$ cat src/hdl/fnvfd_pkg.sv
`timescale 1ns / 1ps
// fnvfd_pkg: constants, sequencer states and digest expansion for the fnv1a/fmix digest core
// used by fnv1a_fmix_digest_core and fnvfd_checker; no dependencies

package fnvfd_pkg;

    localparam logic [31:0] FNV_BASIS  = 32'h811C_9DC5;
    localparam logic [31:0] FNV_PRIME  = 32'h0100_0193;
    localparam logic [31:0] EMPTY_HASH = 32'hDEAD_BEEF;
    localparam logic [31:0] FMIX_C1    = 32'h85EB_CA6B;
    localparam logic [31:0] FMIX_C2    = 32'hC2B2_AE35;
    localparam logic [31:0] WORD0_KEY  = 32'h5A82_7999;
    localparam logic [31:0] WORD1_KEY  = 32'h6ED9_EBA1;
    localparam logic [31:0] WORD2_KEY  = 32'h8F1B_BCDC;
    localparam logic [31:0] WORD3_KEY  = 32'hCA62_C1D6;

    localparam int unsigned OUT_DATA_W = 224;

    // sequencer states of the shared multiplier
    typedef enum logic [2:0] {
        ST_IDLE,
        ST_PRIME,
        ST_MIX1,
        ST_MIX2,
        ST_DONE
    } fnvfd_state_t;

    // expanded digest words
    typedef struct packed {
        logic [59:0] short_digest;
        logic [31:0] word3;
        logic [31:0] word2;
        logic [31:0] word1;
        logic [31:0] word0;
        logic [31:0] hash;
    } fnvfd_digest_t;

    function automatic fnvfd_digest_t fnvfd_expand(input logic [31:0] h);
        fnvfd_digest_t d;
        d.hash         = h;
        d.word0        = h ^ WORD0_KEY;
        d.word1        = {h[18:0], h[31:19]} ^ WORD1_KEY;
        d.word2        = ~h ^ WORD2_KEY;
        d.word3        = {h[14:0], h[31:15]} ^ WORD3_KEY;
        d.short_digest = {d.word0, d.word1[31:4]};
        return d;
    endfunction

endpackage

$ cat src/hdl/fnv1a_fmix_digest_core.sv
`timescale 1ns / 1ps
// fnv1a_fmix_digest_core: byte-serial fnv-1a hash (byte sign-extended before the xor) with murmur3 fmix32 finalizer
// and four-word digest expansion; depends on fnvfd_pkg
//
//  channel | dir | tdata                              | tuser          | tlast
//  s_axis  | in  | byte_value[7:0]                    | empty_message  | last_byte
//  m_axis  | out | hash, word0..word3, short_digest   | -              | -
//
// one 32x32 multiplier (low half) is shared by the fnv step and both fmix multiplies.
// ordinary byte: accept, prime multiply; last byte: accept, prime, fmix c1, fmix c2,
// load output; empty message: accept, load output.
// the output register holds a finished digest while the next bytes are hashed; the
// sequencer waits in its load step only while that register is still full and stalled.
// reset is asynchronous, active low; the running hash returns to the offset basis.

module fnv1a_fmix_digest_core
    import fnvfd_pkg::*;
(
    input  logic         clk,
    input  logic         rst_n,
    input  logic         s_tvalid,
    output logic         s_tready,
    input  logic [7:0]   s_tdata,   // [7:0] byte_value
    input  logic         s_tlast,   // last_byte
    input  logic         s_tuser,   // [0] empty_message
    output logic         m_tvalid,
    input  logic         m_tready,
    // [31:0] mixed_hash, [63:32] digest_word0, [95:64] digest_word1,
    // [127:96] digest_word2, [159:128] digest_word3, [219:160] short_digest, [223:220] zero
    output logic [OUT_DATA_W-1:0] m_tdata
);

    fnvfd_state_t state_reg, state_next;

    logic [31:0] hash_reg, hash_next;
    logic [31:0] work_reg, work_next;
    logic        fin_reg,  fin_next;
    logic [31:0] out_hash_reg, out_hash_next;
    logic        out_valid_reg, out_valid_next;

    // captured last flag for the prime step
    logic        s_tlast_reg, s_tlast_next;

    logic        in_beat;
    logic        out_free;
    logic [31:0] mul_a, mul_b, mul_prod;
    logic [31:0] final_hash;
    fnvfd_digest_t digest;

    assign in_beat  = s_tvalid && s_tready;
    assign out_free = !out_valid_reg || m_tready;

    // shared multiplier operand select
    always_comb
    begin
        mul_a = work_reg;
        mul_b = FNV_PRIME;
        unique case (state_reg)
            ST_MIX1:
            begin
                mul_a = work_reg ^ {16'd0, work_reg[31:16]};
                mul_b = FMIX_C1;
            end
            ST_MIX2:
            begin
                mul_a = work_reg ^ {13'd0, work_reg[31:13]};
                mul_b = FMIX_C2;
            end
            default:
            begin
                mul_a = work_reg;
                mul_b = FNV_PRIME;
            end
        endcase
    end

    assign mul_prod = mul_a * mul_b;

    // last fmix xor-shift, skipped for the empty-message constant
    assign final_hash = fin_reg ? (work_reg ^ {16'd0, work_reg[31:16]}) : work_reg;

    // next state
    always_comb
    begin
        state_next = state_reg;
        unique case (state_reg)
            ST_IDLE:
            begin
                if (in_beat)
                    state_next = s_tuser ? ST_DONE : ST_PRIME;
            end
            ST_PRIME:
                state_next = s_tlast_reg ? ST_MIX1 : ST_IDLE;
            ST_MIX1:
                state_next = ST_MIX2;
            ST_MIX2:
                state_next = ST_DONE;
            ST_DONE:
            begin
                if (out_free)
                    state_next = ST_IDLE;
            end
            default:
                state_next = ST_IDLE;
        endcase
    end

    // datapath and output register updates
    always_comb
    begin
        hash_next      = hash_reg;
        work_next      = work_reg;
        fin_next       = fin_reg;
        s_tlast_next   = s_tlast_reg;
        out_hash_next  = out_hash_reg;
        out_valid_next = out_valid_reg && !m_tready;
        s_tready       = 1'b0;
        unique case (state_reg) inside
            ST_IDLE:
            begin
                s_tready = 1'b1;
                if (in_beat)
                begin
                    s_tlast_next = s_tlast;
                    if (s_tuser)
                    begin
                        hash_next = FNV_BASIS;
                        work_next = EMPTY_HASH;
                        fin_next  = 1'b0;
                    end
                    else
                    begin
                        work_next = hash_reg ^ {{24{s_tdata[7]}}, s_tdata};
                    end
                end
            end
            ST_PRIME:
            begin
                if (s_tlast_reg)
                begin
                    hash_next = FNV_BASIS;
                    work_next = mul_prod;
                    fin_next  = 1'b1;
                end
                else
                begin
                    hash_next = mul_prod;
                end
            end
            ST_MIX1, ST_MIX2:
                work_next = mul_prod;
            ST_DONE:
            begin
                if (out_free)
                begin
                    out_hash_next  = final_hash;
                    out_valid_next = 1'b1;
                end
            end
            default:
                s_tready = 1'b0;
        endcase
    end

    // control state
    always_ff @(posedge clk or negedge rst_n)
    begin
        if (!rst_n)
        begin
            state_reg     <= ST_IDLE;
            hash_reg      <= FNV_BASIS;
            out_valid_reg <= 1'b0;
        end
        else
        begin
            state_reg     <= state_next;
            hash_reg      <= hash_next;
            out_valid_reg <= out_valid_next;
        end
    end

    // payload registers
    always_ff @(posedge clk)
    begin
        work_reg     <= work_next;
        fin_reg      <= fin_next;
        s_tlast_reg  <= s_tlast_next;
        out_hash_reg <= out_hash_next;
    end

    // digest expansion from the held hash
    assign digest   = fnvfd_expand(out_hash_reg);
    assign m_tvalid = out_valid_reg;
    assign m_tdata  = {4'd0, digest};

endmodule

$ cat config.mk
export PLATFORM = sky130hd
export DESIGN_NAME = fnv1a_fmix_digest_core
export DESIGN_NICKNAME = d
export VERILOG_FILES = /design/src/hdl/fnvfd_pkg.sv /design/src/hdl/fnv1a_fmix_digest_core.sv
export SDC_FILE = /design/constraint.sdc
export NUM_CORES = 1
export LEC_CHECK = 0
export BUFFER_PORTS_ARGS = -buffer_cell sky130_fd_sc_hd__buf_2
export CAP_MARGIN = 10
export CORE_UTILIZATION = 25
export DETAILED_ROUTE_END_ITERATION = 16
export HOLD_SLACK_MARGIN = 0.1
export PLACE_DENSITY = 0.53
export SLEW_MARGIN = 25
export SYNTH_ARGS = -nofsm -noshare
export SYNTH_HDL_FRONTEND = slang
export SYNTH_SLANG_ARGS = --single-unit
$ cat constraint.sdc
create_clock -name clk -period 8 [get_ports clk]
set_input_delay 0.4 -clock clk [delete_from_list [all_inputs] [get_ports clk]]
set_output_delay 0.4 -clock clk [all_outputs]
set_load 0.05 [all_outputs]
==> metrics.cfg <==
[synth]
synth_warn = 0
synthesis.area_per_instance_um2 = 9.640
post_synth_num_cell_types = 59
synth_area_leader_cell = sky130_fd_sc_hd__fa_1
synth-adder-area-share_pct = 46.13
ys_async_sr_fraction_pct = 35.29
post_synth_main_area_contributors = sky130_fd_sc_hd__fa_1 (36%), sky130_fd_sc_hd__ha_1 (11%), sky130_fd_sc_hd__edfxtp_1 (10%)
largest_family_of_logic_cells_by_synthesized_area = adder cells
synthFlopType = sky130_fd_sc_hd__edfxtp_1
post_synth_mux_area_share_pct = 0.05135
synth_largest_type_area_fraction_pct = 35.54
register_area_share_after_synthesis_pct = 14.88
share_of_the_synthesized_area_in_compound_gates_ao_oa_aoi_oai_pct = 6.213
synth-xor-area-share_pct = 7.870
synth.cell_area_um2 = 19490
flip_flop_and_latch_count_after_synthesis = 102
post_synthesis_cell_count = 2022
synth_enable_flop_cells = 66
synthSimpleGateAreaFrac_pct = 8.069

[layout]
layout.cells.non_filler = 3211
layout.nets = 2691
final_design_area_no_fill_um2 = 21940
layout_cell_share_with_drive_strength_beyond_1_pct = 20.04
area_delta_synth_final_pct = 12.56
antenna_cells_inserted = 0
layout.filler_cells = 8257

[route]
post_drt_wl_per_cell_um = 18.79
avgViaCountPerCell = 4.204
dr_total_vias = 13500
drt_first_pass_iters = 5
postRouteWirelength_um = 60340
postRouteAntennaNets = 0
detailedRoute.firstIterationViolations = 900
drc = 0

[timing]
timing.final.max_slew_violations = 0
finalHoldViolations = 0
tns_ps = 0
slew-limit-headroom_pct = 37.81
hold_ws_ps = 180.6
setup_viol = 0
skew_ps = 8.119
fin_crit_sh_pct = 97.07
max_slew.worst_pin.slew_ps = 932.9
final.min_clock_period_ps = 7766
clock.fmax_ghz = 0.1288

[global_route]
grtUsageTotal_pct = 15.37
first_global_vias = 13850
grt_first_pass_wirelength_um = 89330
initial_antenna_violation_count = 0
largest_net_degree_at_the_start_of_global_routing = 55
grt_remaining_overflow = 0

[outcome]
outcome = complete, no violations

[placed_design]
routabilityCongestion = 0.9378
dp_hpwl_um = 52230
post-place-cells = 3185
portBuffers = 235
dpl_cell_area_um2 = 21410

[floorplanning]
design.portCount = 240
initial_core_util_pct = 25.20
placeableCoreArea_um2 = 77340
horiz_die_dim_um = 281.2
die_y_um = 281.2
rows = 102
dieArea_um2 = 79090

[clock_network]
cts_tree = built
hold_buffers = 0
clkSlewWorstSetupHoldPaths_ps = 70
cts.path.max_buffers = 2
cts.root.buffer_cell = sky130_fd_sc_hd__clkbuf_16
clk-insertion-delay-late_ps = 350
clkSinkCount = 102
clock_tree.htree_level_count = 3
cts-buffers-inserted = 9

[critical_path]
critical_path_peak_fanout = 7
cp.arrival_ps = 7840
startpoint_type = register
path_common_cell = sky130_fd_sc_hd__fa_1
worst_ep_required_time_ps = 8070
critical_path.slowest_cell = sky130_fd_sc_hd__fa_1
worst_setup_path_end_kind = register
kind_of_critical_path = register to register
critical-path-max-stage-delay_ps = 540

[hold_path]
holdCritPathClass = input pin to asynchronous set/reset pin

[flow_run]
drv.max_cap_violation_count = 0

## per-layer routing
layer	vias to the layer above	wire length [µm]	global-route usage, %
li1	6229	-	-
met1	6925	27450	21.31
met2	290	29350	25.79
met3	56	2302	1.638
met4	0	1235	3.066
met5	-	0	0
## worst max-delay path, delay by kind of cell (launching register included)
family / cells / cell delay, ps
buffers and inverters: 6 / 430
AND/OR/NAND/NOR: 4 / 1080
adder cells (fa/ha/maj): 9 / 3810
AO/OA/AOI/OAI: 7 / 1530
XOR/XNOR: 1 / 180
flip-flops: 1 / 460
## cell families after synthesis
| kind of cell | Yosys count |
|---|---|
| compound gates | 194 |
| buf+inv | 702 |
| xor+xnor | 172 |
| other cells | 1 |
| simple gates | 339 |
| flops | 102 |
| fa+ha+maj | 511 |
| mux | 1 |
## area by class of cell
cell class,instances,area (µm²),area share (%)
multi-input cells,1222,13480,61.42
flip-flops and latches,102,2904,13.24
repair buffers,365,2220,10.12
inverters,466,1749,7.973
well taps,1040,1301,5.931
clock buffers,10,229.0,1.044
clock inverters,6,61.31,0.2794
## stage by stage
step,setup slack (ps),utilization [%]
2_1_floorplan,53.40,-
3_3_place_gp,-46.46,27.69
3_5_place_dp,2.331,27.69
4_1_cts,38.63,28.06
5_1_grt,-2.965,28.37
6_report,234.4,28.37
## cells in the final DEF (no fill, tap or decap), types with 6 or more instances in the layout
cell                          n
sky130_fd_sc_hd__a21o_1      21
sky130_fd_sc_hd__a21oi_1     48
sky130_fd_sc_hd__a22o_1       8
sky130_fd_sc_hd__a31oi_1     21
sky130_fd_sc_hd__and2_1      47
sky130_fd_sc_hd__buf_2      235
sky130_fd_sc_hd__buf_4      124
sky130_fd_sc_hd__clkbuf_16   11
sky130_fd_sc_hd__dfrtp_1     19
sky130_fd_sc_hd__dfstp_2     14
sky130_fd_sc_hd__edfxtp_1    66
sky130_fd_sc_hd__fa_1       346
sky130_fd_sc_hd__ha_1       164
sky130_fd_sc_hd__inv_1      466
sky130_fd_sc_hd__nand2_1    121
sky130_fd_sc_hd__nand2b_1    11
sky130_fd_sc_hd__nand3_1      7
sky130_fd_sc_hd__nor2_1      98
sky130_fd_sc_hd__nor2b_1      6
sky130_fd_sc_hd__nor3_1      10
sky130_fd_sc_hd__o21ai_0     43
sky130_fd_sc_hd__o22a_1       8
sky130_fd_sc_hd__o22ai_1     10
sky130_fd_sc_hd__or2_2       10
sky130_fd_sc_hd__xnor2_1    112
sky130_fd_sc_hd__xor2_1      57
## cell usage after synthesis (all sizes together), types with 21 or more instances
library cell / number
a31oi: 21
a21o: 21
nor2: 101
xnor2: 113
a21oi: 53
fa: 346
ha: 165
o21ai: 45
and2: 49
inv: 466
edfxtp: 66
dfrtp: 22
clkbuf: 60
xor2: 57
nand2: 124
buf: 176
## path summary, 6_finish.rpt
check                                  start           end  slack, ps  cells past startpoint
worst max-delay path            state_reg[2]  work_reg[28]        230                     27
min in group clk                     s_tlast   s_tlast_reg        230                      1
worst min register to register  hash_reg[26]  hash_reg[26]        510                      2
worst max register to register  state_reg[2]  work_reg[28]        230                     27
max in group asynchronous              rst_n  state_reg[2]       7190                      1
worst min-delay path                   rst_n  hash_reg[29]        180                      1
## timing repair
item | CTS | global route
gates resized for setup | 1 | 31
pin swaps | 0 | 4
cloned | 0 | 2
buffers inserted | 0 | 8
setup endpoints to repair | 2 | 23
Power is left out: the tool's default activity adds up to more than one toggle a clock period on the data nets, which glitch-free logic cannot reach.
